## src/design/mhft_pkg.sv

```systemverilog
// Shared types, codes and constants for the multi-hash flow table.
// Used by every design module but mhft_ram, and by the testbench; depends on nothing.
`default_nettype none

package mhft_pkg;

    localparam int TABLE_SLOTS_DEF = 1024;

    localparam int ID_W   = 31;
    localparam int IDX_W  = 10;
    localparam int STAT_W = 3;
    localparam int HASH_W = 32;
    localparam int KEY_W  = 64;

    // Hash sequencer: mix hash is steps 0..MIX_LAST, Wang hash the rest
    localparam int HASH_STEPS = 12;
    localparam int MIX_LAST   = 5;
    localparam int STEP_W     = 4;

    localparam logic CMD_INSERT = 1'b0;
    localparam logic CMD_READ   = 1'b1;

    localparam logic [STAT_W-1:0] ST_SLOT0   = 3'd0;
    localparam logic [STAT_W-1:0] ST_COLLIDE = 3'd3;
    localparam logic [STAT_W-1:0] ST_READ    = 3'd4;

    typedef struct packed {
        logic             command;
        logic [ID_W-1:0]  flow_id;
        logic [IDX_W-1:0] slot_index;
    } t_in;

    typedef struct packed {
        logic [STAT_W-1:0] status;
        logic [IDX_W-1:0]  slot;
        logic [ID_W-1:0]   stored_id;
        logic [HASH_W-1:0] first_hash;
        logic [HASH_W-1:0] second_hash;
        logic [HASH_W-1:0] third_hash;
    } t_out;

    typedef enum logic [2:0] {
        OP_NOTK_ADD_SHL,  // ~k + (k << n)
        OP_ADD_NOT_SHL,   // k + ~(k << n)
        OP_ADD_SHL,       // k + (k << n)
        OP_XOR_SAR,       // k ^ (k >>> n)
        OP_MUL21          // k * 21 as shift-adds
    } t_hash_op;

    typedef struct packed {
        t_hash_op   op;
        logic [4:0] shamt;
        logic       narrow;  // 32-bit arithmetic (sign taken from bit 31)
    } t_hash_step;

    function automatic t_hash_step hash_step(input logic [STEP_W-1:0] idx);
        t_hash_step s;
        s = '{op: OP_XOR_SAR, shamt: 5'd0, narrow: 1'b0};
        unique case (idx)
            4'd0:  s = '{op: OP_NOTK_ADD_SHL, shamt: 5'd18, narrow: 1'b0};
            4'd1:  s = '{op: OP_XOR_SAR,      shamt: 5'd31, narrow: 1'b0};
            4'd2:  s = '{op: OP_MUL21,        shamt: 5'd0,  narrow: 1'b0};
            4'd3:  s = '{op: OP_XOR_SAR,      shamt: 5'd11, narrow: 1'b0};
            4'd4:  s = '{op: OP_ADD_SHL,      shamt: 5'd6,  narrow: 1'b0};
            4'd5:  s = '{op: OP_XOR_SAR,      shamt: 5'd22, narrow: 1'b0};
            4'd6:  s = '{op: OP_ADD_NOT_SHL,  shamt: 5'd15, narrow: 1'b1};
            4'd7:  s = '{op: OP_XOR_SAR,      shamt: 5'd10, narrow: 1'b1};
            4'd8:  s = '{op: OP_ADD_SHL,      shamt: 5'd3,  narrow: 1'b1};
            4'd9:  s = '{op: OP_XOR_SAR,      shamt: 5'd6,  narrow: 1'b1};
            4'd10: s = '{op: OP_ADD_NOT_SHL,  shamt: 5'd11, narrow: 1'b1};
            4'd11: s = '{op: OP_XOR_SAR,      shamt: 5'd16, narrow: 1'b1};
            default: s = '{op: OP_XOR_SAR, shamt: 5'd0, narrow: 1'b0};
        endcase
        return s;
    endfunction

endpackage

`default_nettype wire

```

## src/design/mhft_hash_alu.sv

```systemverilog
// One step of the integer hash mixes: shift, add, xor on a 64-bit word.
// Depends on mhft_pkg for the step encoding.
`default_nettype none

module mhft_hash_alu (
    input  wire logic [63:0]                i_k,
    input  wire mhft_pkg::t_hash_step       i_step,
    output logic      [63:0]                o_k
);

    import mhft_pkg::*;

    logic [KEY_W-1:0] a;
    logic [KEY_W-1:0] shl;
    logic [KEY_W-1:0] sar;

    // Narrow mode: sign-extend the low word so the low 32 result bits
    // match 32-bit arithmetic with arithmetic right shifts.
    assign a   = i_step.narrow ? {{(KEY_W-HASH_W){i_k[HASH_W-1]}}, i_k[HASH_W-1:0]} : i_k;
    assign shl = a << i_step.shamt;
    assign sar = KEY_W'($signed(a) >>> i_step.shamt);

    always_comb begin
        unique case (i_step.op)
            OP_NOTK_ADD_SHL: o_k = ~a + shl;
            OP_ADD_NOT_SHL:  o_k = a + ~shl;
            OP_ADD_SHL:      o_k = a + shl;
            OP_XOR_SAR:      o_k = a ^ sar;
            OP_MUL21:        o_k = a + (a << 2) + (a << 4);
            default:         o_k = a;
        endcase
    end

endmodule

`default_nettype wire

```

## config.mk

```make
export PLATFORM = sky130hd
export DESIGN_NAME = mhft_hash_alu
export DESIGN_NICKNAME = d
export VERILOG_FILES = /design/src/design/mhft_pkg.sv /design/src/design/mhft_hash_alu.sv
export SDC_FILE = /design/constraint.sdc
export NUM_CORES = 1
export LEC_CHECK = 0
export ABC_AREA = 0
export BUFFER_PORTS_ARGS = -buffer_cell sky130_fd_sc_hd__buf_2
export CORE_MARGIN = 3
export CORE_UTILIZATION = 40
export DETAILED_ROUTE_END_ITERATION = 7
export GPL_TIMING_DRIVEN = 0
export SLEW_MARGIN = 40
export SYNTH_ARGS = -nofsm -noshare
export SYNTH_HDL_FRONTEND = slang
export SYNTH_SLANG_ARGS = --single-unit
```

## constraint.sdc

```tcl
create_clock -name vclk -period 6.3
set_input_delay 0.315 -clock vclk [all_inputs]
set_output_delay 0.315 -clock vclk [all_outputs]
set_load 0.03 [all_outputs]
```

# Yosys cells after proc, flatten, opt, wreduce, memory -nomap -nowiden
# Index checks and enable logic that the tools add are counted.
dict set report word_totals {
  register_bits 0
  input_bits 73
  wordCells 17
}
dict set report classes {
  addsub 5
  n_eq_ne 4
  n_shift 2
  n_mux 2
  n_bitwise 3
  n_reduce_logical 1
}
# operator n
set ops {}
lappend ops {{adder 64 bit} 5}
lappend ops {{one-hot mux 64 bit (5 select lines)} 1}
lappend ops {{NOT 64 bit} 2}
lappend ops {{2-to-1 mux 64 bit} 1}
lappend ops {{left shift 64 x 5 -> 64 bit} 1}
lappend ops {{>>> shifter 64 x 5 -> 64 bit} 1}
lappend ops {{bitwise XOR 64 bit} 1}
lappend ops {{== test 3 x 2 -> 1 bit (second input constant)} 2}
lappend ops {{== test 3 x 1 -> 1 bit (second input constant)} 1}
lappend ops {{== test 3 bit (second input constant)} 1}
lappend ops {{logical NOT 3 bit} 1}

# Logic depth before layout (Yosys ltp)
dict set report depth {
  ltp_word 5
  ltp_mapped 27
  depth_no_buf 24
}

# Least setup slack after synthesis
# Ideal clock, no wire load.
dict set report synth_timing {
  path_type {input-to-output}
  from {in i_step[2] (netlist name)}
  to {out o_k[51]}
  t_arrival_ps 5298
  required_time_ps 5985
  setup_slack_ps 687
  path_stages 25
  n_path_buf 6
  cell_sequence {buf_2 -> buf_2 -> buf_2 -> buf_2 -> buf_2 -> mux2i_1 -> o21ai_0 -> o21ai_0 -> nor2_1 -> a21oi_1 -> mux2i_1 -> xnor2_1 -> ha_1 -> clkbuf_1 -> nand4_1 -> or2_2 -> o32a_1 -> a32o_1 -> o22ai_1 -> a21o_1 -> a221o_1 -> a21oi_1 -> xnor2_1 -> a22oi_1 -> a31oi_1}
}
dict set report synth_via {
  elab_chain_len 4
  word_cells_on_any_way 8
  classes_between {3 x add/sub; 2 x shift; 1 x mux; 2 x bitwise}
}
# item line
set synth_rtl {}
lappend synth_rtl {{start: declaration} mhft_hash_alu.sv:7} ;# input wire mhft_pkg::t_hash_step i_step,
lappend synth_rtl {{left shift 64 x 5 -> 64 bit} mhft_hash_alu.sv:20} ;# assign shl = a << i_step.shamt;
lappend synth_rtl {{NOT 64 bit} mhft_hash_alu.sv:26} ;# OP_ADD_NOT_SHL: o_k = a + ~shl;
lappend synth_rtl {{adder 64 bit} mhft_hash_alu.sv:26}
lappend synth_rtl {{one-hot mux 64 bit (5 select lines) (*)} mhft_hash_alu.sv:24} ;# unique case (i_step.op)
lappend synth_rtl {{end: declaration} mhft_hash_alu.sv:8} ;# output logic [63:0] o_k
# Mark *: on every way between the ends. The rest lies on a longest branch, timed or not.

# Worst setup path in the final report
dict set report layout_timing {
  from {in i_step[1] (netlist name)}
  to {out o_k[63]}
}
# The elaborated chain is that of the path after synthesis.

==> out/metrics.yaml <==
place:
  hpwl_mm: 119.2
  gp_congestion: 1.098
  place_area_um2: 25240
  pre_cts_ws_ps: -1741
  portBuffers: 132
logic_synthesis:
  syn_avg_cell_area_um2: 6.735
  yosysTopAreaCell: "ha_1"
  synth.distinct_cells: 95
  synth_area_leaders: "ha_1 10%, mux2i_1 9.0%, a21oi_1 8.1%, o21ai_0 7.3%, xnor2_1 6.6%"
  yosys_warnings: 0
  seq_area_frac_synth_pct: 0
  syn-cell-area_um2: 23550
  synth_top_area_share_pct: 10.09
  syn_nets: 3822
  netlist_instances: 3497
detailed_routing:
  viasPerCell: 6.823
  drc: 0
  num_vias: 30080
  routedWlPerCell_um: 32.12
  drt-pass1-iter-count: 7
  drt_iter0_markers: 4161
  wirelength_mm: 141.6
  ant_nets: 0
worst_setup_path:
  worstSetupPathType: "input port to output pin"
  cp-start-kind: "input port"
  critPathSlowestCell: "mux2_2"
  crit_path_end_kind: "output pin"
  worstPathMaxFanout: 10
  crit_required_ps: 5980
  cpPeakStageDelay_ps: 370
  crit_top_cell: "buf_6"
  cp.arrival_ps: 6070
pwr:
  clock_power_share_pct: 0
  power_density_nw_per_um2: 212.4
  combinationalPowerShare_pct: 100.0
  power.internal_w: 0.001899
  power_switching_w: 0.003788
  sw_frac_of_total_pct: 66.60
  leakagePower_nw: 11.04
  power.share.sequential_pct: 0
  ir_drop_uv: 125.3
sta:
  drv_slew: 0
  min_period_ps: 6384
  worst_slack_ps: -83.58
  worstMarginPinSlew_ps: 990.1
  slew_headroom_pct: 33.77
  rsz0062_at_grt: "true"
  final-hold-violation-count: 0
  timing.final.crit_share_pct: 101.3
  holdWs_ps: 1238
  fin_setup_tns_ps: -121.3
  max_freq_ghz: 0.1567
  finalSetupViolCount: 3
global_route:
  grt_pass1_vias: 27600
  overflow: 0
  grt_pass1_wl_mm: 196.9
  antenna_found_initial: 2
  grt_max_degree: 20
  gr-usage-all-layers_pct: 42.94
run_status:
  outcome: "finished, violations left"
  violations: "negative setup slack"
final_layout:
  final_cell_mix: "349 x nor2_1, 339 x a21oi_1, 331 x nand2_1"
  postLayoutCellArea_um2: 26780
  multi_input_area_um2: 23050
  layout_commonest_cell: "nor2_1"
  seq_area_um2: 0
  antenna_cells: 0
  area_growth_pct: 13.68
  seq_cells: 0
  final_util_pct: 46.14
  nFillCells: 6205
  drive_gt1_share_pct: 17.48
  nNetsFinal: 3971
  n_clock_buffer: 0
floorplan:
  fp.coreArea_um2: 58030
  ios: 137
  die_area_um2: 61830
  placementRows: 88
  start_util_pct: 40.59
  die-width_um: 248.7
  dieHeight_um: 248.7
job:
  max-cap-violations: 0
cts:
  cts_hold_buffers: 0
worst_hold_path:
  hp-class: "input port to output pin"
## worst max-delay path, delay by kind of cell
family	cells	cell delay [ps]
AO/OA/AOI/OAI	7	1600
XOR/XNOR	2	300
adder cells (fa/ha/maj)	1	290
buffers and inverters	8	1710
multiplexers	3	870
AND/OR/NAND/NOR	4	960
## power by group through the flow
| stage | clock [W] | combinational [W] | sequential (W) |
|---|---|---|---|
| finish | 0 | 0.00569 | 0 |
| global route | 0 | 0.00597 | 0 |
| CTS | 0 | 0.00529 | 0 |
| detailed placement | 0 | 0.00515 | 0 |
| global placement | 0 | 0.00517 | 0 |
| floorplan | 0 | 0.00351 | 0 |
## metal layers
layer | vias up | global-route usage (%) | wire (µm)
li1 | 13150 | - | -
met1 | 14240 | 58.24 | 56700
met2 | 2248 | 62.20 | 56650
met3 | 444 | 11.36 | 18790
met4 | 2 | 22.06 | 9467
met5 | - | 0 | 13
## metrics by stage
stage / std cells / power, W
finish: 4409 / 0.005687
global route: 4409 / 0.005966
CTS: 4395 / 0.005288
detailed placement: 4394 / 0.005148
global placement: 4394 / 0.005171
floorplan: 3497 / 0.003507
## timing repair
action	in CTS	in global routing
setup endpoints to repair	56	40
buffers inserted	10	25
pin swaps	9	14
resized for setup	223	155
## Yosys cell counts (48+ instances only)
cell	instances
a21oi_1	379
ha_1	190
nand2_1	332
nand4_1	73
a21o_1	106
mux2i_1	212
inv_1	108
nor2_1	376
clkbuf_1	178
buf_2	55
nor3_1	53
o21ai_0	344
xor2_1	70
o211ai_1	48
nand3_1	51
mux2_2	68
xnor2_1	177
fa_1	62
## kinds of logic (layout without fill, tap and decap cells)
family                   count (synthesis)  in the layout  synth area share (%)
buffers and inverters                  382            529                 6.524
AND/OR/NAND/NOR                       1046           1046                 19.91
adder cells (fa/ha/maj)                252            252                 15.36
AO/OA/AOI/OAI                         1255           1255                 33.47
multiplexers                           314            314                 15.47
XOR/XNOR                               248            248                 9.254
## path summary, 6_finish.rpt
check | cells after the start | from | endpoint
worst max-delay path | 25 | i_step[1] | o_k[63]
worst min-delay path | 4 | i_k[55] | o_k[55]
## area by class of cell
type,count,share of cell area [%]
Tap cell,765,3.575
Multi-Input combinational cell,3115,86.08
Inverter,121,1.832
Timing Repair Buffer,169,3.547
Buffer,239,4.967
Power figures use the tool's default switching activity.
