<file path="src/design/mhft_pkg.sv">
// Shared types, codes and constants for the multi-hash flow table.
// Used by every design module but mhft_ram, and by the testbench; depends on nothing.
`default_nettype none

package mhft_pkg;

    localparam int TABLE_SLOTS_DEF = 1024;

    localparam int ID_W   = 31;
    localparam int IDX_W  = 10;
    localparam int STAT_W = 3;
    localparam int HASH_W = 32;
    localparam int KEY_W  = 64;

    // Hash sequencer: mix hash is steps 0..MIX_LAST, Wang hash the rest
    localparam int HASH_STEPS = 12;
    localparam int MIX_LAST   = 5;
    localparam int STEP_W     = 4;

    localparam logic CMD_INSERT = 1'b0;
    localparam logic CMD_READ   = 1'b1;

    localparam logic [STAT_W-1:0] ST_SLOT0   = 3'd0;
    localparam logic [STAT_W-1:0] ST_COLLIDE = 3'd3;
    localparam logic [STAT_W-1:0] ST_READ    = 3'd4;

    typedef struct packed {
        logic             command;
        logic [ID_W-1:0]  flow_id;
        logic [IDX_W-1:0] slot_index;
    } t_in;

    typedef struct packed {
        logic [STAT_W-1:0] status;
        logic [IDX_W-1:0]  slot;
        logic [ID_W-1:0]   stored_id;
        logic [HASH_W-1:0] first_hash;
        logic [HASH_W-1:0] second_hash;
        logic [HASH_W-1:0] third_hash;
    } t_out;

    typedef enum logic [2:0] {
        OP_NOTK_ADD_SHL,  // ~k + (k << n)
        OP_ADD_NOT_SHL,   // k + ~(k << n)
        OP_ADD_SHL,       // k + (k << n)
        OP_XOR_SAR,       // k ^ (k >>> n)
        OP_MUL21          // k * 21 as shift-adds
    } t_hash_op;

    typedef struct packed {
        t_hash_op   op;
        logic [4:0] shamt;
        logic       narrow;  // 32-bit arithmetic (sign taken from bit 31)
    } t_hash_step;

    function automatic t_hash_step hash_step(input logic [STEP_W-1:0] idx);
        t_hash_step s;
        s = '{op: OP_XOR_SAR, shamt: 5'd0, narrow: 1'b0};
        unique case (idx)
            4'd0:  s = '{op: OP_NOTK_ADD_SHL, shamt: 5'd18, narrow: 1'b0};
            4'd1:  s = '{op: OP_XOR_SAR,      shamt: 5'd31, narrow: 1'b0};
            4'd2:  s = '{op: OP_MUL21,        shamt: 5'd0,  narrow: 1'b0};
            4'd3:  s = '{op: OP_XOR_SAR,      shamt: 5'd11, narrow: 1'b0};
            4'd4:  s = '{op: OP_ADD_SHL,      shamt: 5'd6,  narrow: 1'b0};
            4'd5:  s = '{op: OP_XOR_SAR,      shamt: 5'd22, narrow: 1'b0};
            4'd6:  s = '{op: OP_ADD_NOT_SHL,  shamt: 5'd15, narrow: 1'b1};
            4'd7:  s = '{op: OP_XOR_SAR,      shamt: 5'd10, narrow: 1'b1};
            4'd8:  s = '{op: OP_ADD_SHL,      shamt: 5'd3,  narrow: 1'b1};
            4'd9:  s = '{op: OP_XOR_SAR,      shamt: 5'd6,  narrow: 1'b1};
            4'd10: s = '{op: OP_ADD_NOT_SHL,  shamt: 5'd11, narrow: 1'b1};
            4'd11: s = '{op: OP_XOR_SAR,      shamt: 5'd16, narrow: 1'b1};
            default: s = '{op: OP_XOR_SAR, shamt: 5'd0, narrow: 1'b0};
        endcase
        return s;
    endfunction

endpackage

`default_nettype wire

</file>
<file path="src/design/mhft_mod.sv">
// Remainder unit: 32-bit value modulo TABLE_SLOTS by reciprocal multiply,
// back-multiply and one correcting subtract. Depends on mhft_pkg.
`default_nettype none

module mhft_mod #(
    parameter int TABLE_SLOTS = mhft_pkg::TABLE_SLOTS_DEF
) (
    input  wire logic                           i_clk,
    input  wire logic                           i_rst_n,
    input  wire logic                           i_start,
    input  wire logic [31:0]                    i_value,
    output logic                                o_done,
    output logic      [$clog2(TABLE_SLOTS)-1:0] o_rem
);

    import mhft_pkg::*;

    localparam int SW    = $clog2(TABLE_SLOTS);
    // floor(2^SHIFT / N) fits 32 bits and leaves the quotient at most one low
    localparam int SHIFT = HASH_W - 1 + SW;
    localparam logic [KEY_W-1:0]  RECIP_FULL = (KEY_W'(1) << SHIFT) / KEY_W'(TABLE_SLOTS);
    localparam logic [HASH_W-1:0] RECIP      = RECIP_FULL[HASH_W-1:0];
    localparam logic [HASH_W-1:0] DIVISOR    = HASH_W'(TABLE_SLOTS);

    localparam logic [1:0] PH_MUL  = 2'd0;  // value times reciprocal
    localparam logic [1:0] PH_BACK = 2'd1;  // quotient times table size
    localparam logic [1:0] PH_FIX  = 2'd2;  // subtract, correct once

    logic [HASH_W-1:0] r_val;
    logic [KEY_W-1:0]  r_prod;
    logic [HASH_W-1:0] r_qd;
    logic [SW-1:0]     r_rem;
    logic [1:0]        r_phase;
    logic              r_busy;
    logic              r_done;
    logic [HASH_W-1:0] quot;
    logic [HASH_W-1:0] diff;
    logic [SW-1:0]     n_rem;

    assign quot  = HASH_W'(r_prod >> SHIFT);
    assign diff  = r_val - r_qd;
    assign n_rem = (diff >= DIVISOR) ? SW'(diff - DIVISOR) : SW'(diff);

    always_ff @(posedge i_clk) begin
        if (!i_rst_n) begin
            r_busy  <= 1'b0;
            r_done  <= 1'b0;
            r_phase <= PH_MUL;
        end else if (i_start) begin
            r_val   <= i_value;
            r_phase <= PH_MUL;
            r_busy  <= 1'b1;
            r_done  <= 1'b0;
        end else if (r_busy) begin
            r_phase <= r_phase + 1'b1;
            unique case (r_phase)
                PH_MUL:  r_prod <= KEY_W'(r_val) * KEY_W'(RECIP);
                PH_BACK: r_qd   <= quot * DIVISOR;
                default: begin
                    r_rem  <= n_rem;
                    r_busy <= 1'b0;
                    r_done <= 1'b1;
                end
            endcase
        end else begin
            r_done <= 1'b0;
        end
    end

    assign o_done = r_done;
    assign o_rem  = r_rem;

endmodule

`default_nettype wire

</file>
<file path="config.mk">
export PLATFORM = sky130hd
export DESIGN_NAME = mhft_mod
export DESIGN_NICKNAME = d
export VERILOG_FILES = /design/src/design/mhft_pkg.sv /design/src/design/mhft_mod.sv
export SDC_FILE = /design/constraint.sdc
export NUM_CORES = 1
export LEC_CHECK = 0
export BUFFER_PORTS_ARGS = -buffer_cell sky130_fd_sc_hd__buf_2
export CORE_MARGIN = 5
export CORE_UTILIZATION = 45
export DETAILED_ROUTE_END_ITERATION = 8
export PLACE_DENSITY = 0.87
export SYNTH_ARGS = -nofsm -noshare
export SYNTH_HDL_FRONTEND = slang
export SYNTH_SLANG_ARGS = --single-unit
</file>
<file path="constraint.sdc">
create_clock -name i_clk -period 3 [get_ports i_clk]
set_input_delay 0 -clock i_clk [delete_from_list [all_inputs] [get_ports i_clk]]
set_output_delay 0 -clock i_clk [all_outputs]
set_load 0.05 [all_outputs]
</file>
==> Word-level counts from Yosys, hierarchy flattened <==
Index checks and enable logic that the tools add are counted.
Widths: inputs -> output; s select.
{ "totals": {"regBits": 100, "latchBits": 0, "mem_bits_rw": 0, "mem_bits_ro": 0, "output_inout_bits": 11, "word_cells": 28, "mem_count": 0} }
{ "op_classes": {"n_addsub": 3, "multipliers": 0, "div_mod_pow": 0, "n_lt_le_gt_ge": 1, "eq_ne": 1, "n_shift": 0, "muxes": 4, "bitwise_logic": 4, "n_reduce_logical": 8} }
{ "op_table": {"columns": ["operator", "count"], "rows": [
  ["$ge 32x11->1 const B", 1],
  ["$sub 32x32->32", 1],
  ["$reduce_and 4->1", 3],
  ["$mux 10", 1],
  ["$sub 10x1->10 const B", 1],
  ["$not 1->1", 4],
  ["$reduce_or 2->1", 2],
  ["$mux 1", 3],
  ["$reduce_or 3->1", 1],
  ["$add 2x1->2 const B", 1],
  ["$eq 2x1->1 const B", 1],
  ["$logic_not 2->1", 1],
  ["$reduce_and 2->1", 1]
]} }

==> Longest topological paths before layout <==
{ "depth": {"depth_word": 5, "depth_mapped": 4, "mapped_depth_nobuf": 4} }

==> Least setup slack after synthesis <==
Ideal clock, no wire load.
{ "synth_timing": {"path_type": "reg2reg", "startpoint": "register r_phase[0]", "endpoint": "register r_rem[0], in the netlist o_rem[0], enable pin", "setup_ps": 374, "arrival_time_ps": 1148, "required_ps": 2626, "path_slack_ps": 1478, "path_stages_with_launch": 4, "path_buffers": 0, "period_less_slack_ps": 1522, "cell_sequence": "dfxtp_1 inv_1 ha_1 nor4b_4"} }
{ "synth_via": {"elab_chain_cells": 4, "word_cells_on_any_way": 5} }
{ "synth_lines": {"columns": ["element", "line_no", "rtl"], "rows": [
  ["start: declaration", "mhft_mod.sv:33", "logic [1:0] r_phase;"],
  ["start signal: assignment", "mhft_mod.sv:55", "r_phase <= r_phase + 1'b1;"],
  ["$eq 2x1->1 or $logic_not 2->1 (tied branches)", "mhft_mod.sv:56", "unique case (r_phase)"],
  ["$reduce_or 2->1 (no source line) (*)", null, null],
  ["$not 1->1 (no source line) (*)", null, null],
  ["$reduce_and 4->1 (no source line) (*)", null, null],
  ["end signal: assignment", "mhft_mod.sv:60", "r_rem <= n_rem;"],
  ["end: declaration", "mhft_mod.sv:32", "logic [SW-1:0] r_rem;"]
]} }
Mark *: on every way between the ends. The rest lies on a longest branch, timed or not.
A chain may end at the register's enable or synchronous reset.

==> Worst setup path in the final report <==
{ "layout_timing": {"startpoint": "register r_phase[0]", "endpoint": "register r_rem[4], in the netlist o_rem[4], enable pin"} }
The elaborated chain is that of the path after synthesis.

==> results.json <==
{
  "p_total_mw": 0.5779,
  "fin_crit_sh": 0.5594,
  "maxSlewHeadroom": 0.5615,
  "drive_above_1_share": 0.3797,
  "fin_crit_ns": 1.678,
  "use_met1": 0.08991,
  "power_leakage_nw": 0.4343,
  "gr-usage-met2": 0.1756,
  "synth_top_area_cell": "edfxtp_1",
  "area_delta_synth_final_pct": 38.17,
  "n_fill_cell": 136,
  "cts_buffers": 3,
  "cts_setup_buffers": 0,
  "crit_type": "flip-flop to flip-flop",
  "crit_family": "simple AND/OR/NAND/NOR gates",
  "hold_class": "primary input to flip-flop",
  "ant_nets": 0,
  "setup_slack_ns": 1.322,
  "clockBufferDepth": 2,
  "finalSetupTns_ns": 0,
  "synthCells": 39,
  "place_ws_ns": 1.315,
  "dieArea_um2": 2775,
  "syn-cell-area_um2": 819.5,
  "die_x_um": 52.68,
  "grt_start_max_net_pins": 14,
  "syn_area_per_cell_um2": 21.01,
  "seq_area_frac_synth": 0.8305,
  "final_nets": 117,
  "clkTransAtPathRegs_ns": 0.12,
  "arrival_ns": 1.63,
  "crit_path_max_fanout": 10,
  "grt_pass1_vias": 449,
  "final_util": 0.6558,
  "worst_pin_slew_ns": 0.6550,
  "powerDensity_nw_per_um2": 510.4,
  "outcome": "completed",
  "wl_per_cell_um": 11.89,
  "postCtsHoldBufs": 13,
  "vdd_drop_max_uv": 305.1,
  "synth.distinct_cells": 14,
  "ys_ff_latch": 24,
  "remaining_drc_errors": 0,
  "final_cells": 104,
  "place_inst": 87,
  "fin_hold_ws_ns": 0.3991,
  "cap_violations": 0,
  "start_kind": "flip-flop",
  "grt_first_pass_wirelength_um": 1849,
  "max_stage_delay_ns": 0.64,
  "ctsRootBufferMaster": "clkbuf_4",
  "drt_iter0_drc": 2,
  "slew_violations": 0,
  "clock-sinks": 24,
  "synth_top_cell_area_share": 0.7328,
  "seq_area_um2": 680.7,
  "antenna_found_initial": 0,
  "final_cell_area_um2": 1132,
  "clock_latency_ns": 0.30,
  "io-pin-count": 46,
  "firstDrtPassIters": 3,
  "die_height_um": 52.68,
  "gp_congestion": 0.6761,
  "rows": 15,
  "core-area_um2": 1727,
  "gr-usage-met3": 0.02849,
  "placed_cell_area_um2": 965.9,
  "ys_top_cells_by_area": "edfxtp_1 (73%), dfxtp_1 (9.8%), ha_1 (3.1%)",
  "synth_warnings": 0,
  "path_buf_inv": 1,
  "wl_um": 1237,
  "overflow": 0,
  "num_vias": 456,
  "slowest_stage": "nor4b_4",
  "hold_viol_final": 0,
  "antenna_cells": 0,
  "cts_tree": "built",
  "io_buffer_count": 23,
  "viasPerCell": 4.385,
  "htreeDepth": 1,
  "grt_usage": 0.09596,
  "rsz0062_at_grt": "false",
  "critPathRequiredTime_ns": 2.95,
  "multi_input_area_um2": 131.4,
  "cts_resized": 0,
  "skew_ns": 0.005600,
  "fmax_ghz": 0.5959,
  "start_util": 0.4746,
  "endpoint_kind": "flip-flop",
  "grt_busiest_layer": "met2",
  "setup_viol": 0,
  "cp_cell_sequence": "inv_1 -> ha_1 -> nor4b_4",
  "synth_fp_nets": 76
}
[report_power, final]
part           internal, mW  total, mW  switching [mW]
registers             0.374      0.378         0.00422
clock network        0.0741      0.160          0.0857
logic                0.0244     0.0402          0.0158
[layout make-up]
cell class | instances | share of cell area
clock buffers | 4 | 0.03204
inverters | 2 | 0.006630
multi-input cells | 13 | 0.1160
flip-flops and latches | 24 | 0.6011
well taps | 25 | 0.02762
repair buffers | 36 | 0.2166
[final timing paths]
path                    from  endpoint  slack, ns  cells past startpoint
hold reg to reg     r_val[2]  o_rem[2]       0.43                      0
setup reg to reg  r_phase[0]  o_rem[4]       1.32                      3
hold / removal    i_value[2]  r_val[2]       0.40                      2
setup / recovery  r_phase[0]  o_rem[4]       1.32                      3
[layer usage]
layer / vias to the layer above / part of all wire
met5: - / 0
met4: 0 / 0.034
met3: 4 / 0.067
met2: 22 / 0.52
met1: 205 / 0.38
li1: 225 / -
[cell usage after synthesis]
cell,count
nor2b_1,1
nor4b_4,1
nand2b_4,1
nor3b_2,1
ha_1,2
o21ba_1,1
xnor2_1,1
inv_1,2
nor2_1,2
mux2i_1,1
and2_1,1
dfxtp_1,4
edfxtp_1,20
o21a_1,1
[sequential cells by signal (all words and copies together) (netlist names)]
register,count
r_val,10
r_busy,1
o_done,1
r_phase,2
o_rem,10
[kinds of logic (layout without fill, tap and decap cells)]
kind of cell,after synthesis,in the layout,share of synthesized area
DFF,24,24,0.8305
muxes,1,1,0.01221
buffers and inverters,2,42,0.009164
adders and majority gates,2,2,0.03053
xor gates and xnor gates,1,1,0.01069
and+or+nand+nor,7,7,0.08550
AOI/OAI and AO/OA,2,2,0.02138
[worst reg2reg max path, cell delays in order, from the launching register on]
cell and delay [ns]:
dfxtp_1 0.40, inv_1 0.06, ha_1 0.24, nor4b_4 0.64
[cells in the final DEF (no fill, tap or decap), types with 2 or more instances in the layout]
cell type,synthesis,routed
inv_1,2,2
clkbuf_4,0,3
nor2_1,2,2
dfxtp_1,4,4
dlygate4sd3_1,0,13
edfxtp_1,20,20
ha_1,2,2
buf_2,0,23
(Power assumes the default switching activity.)
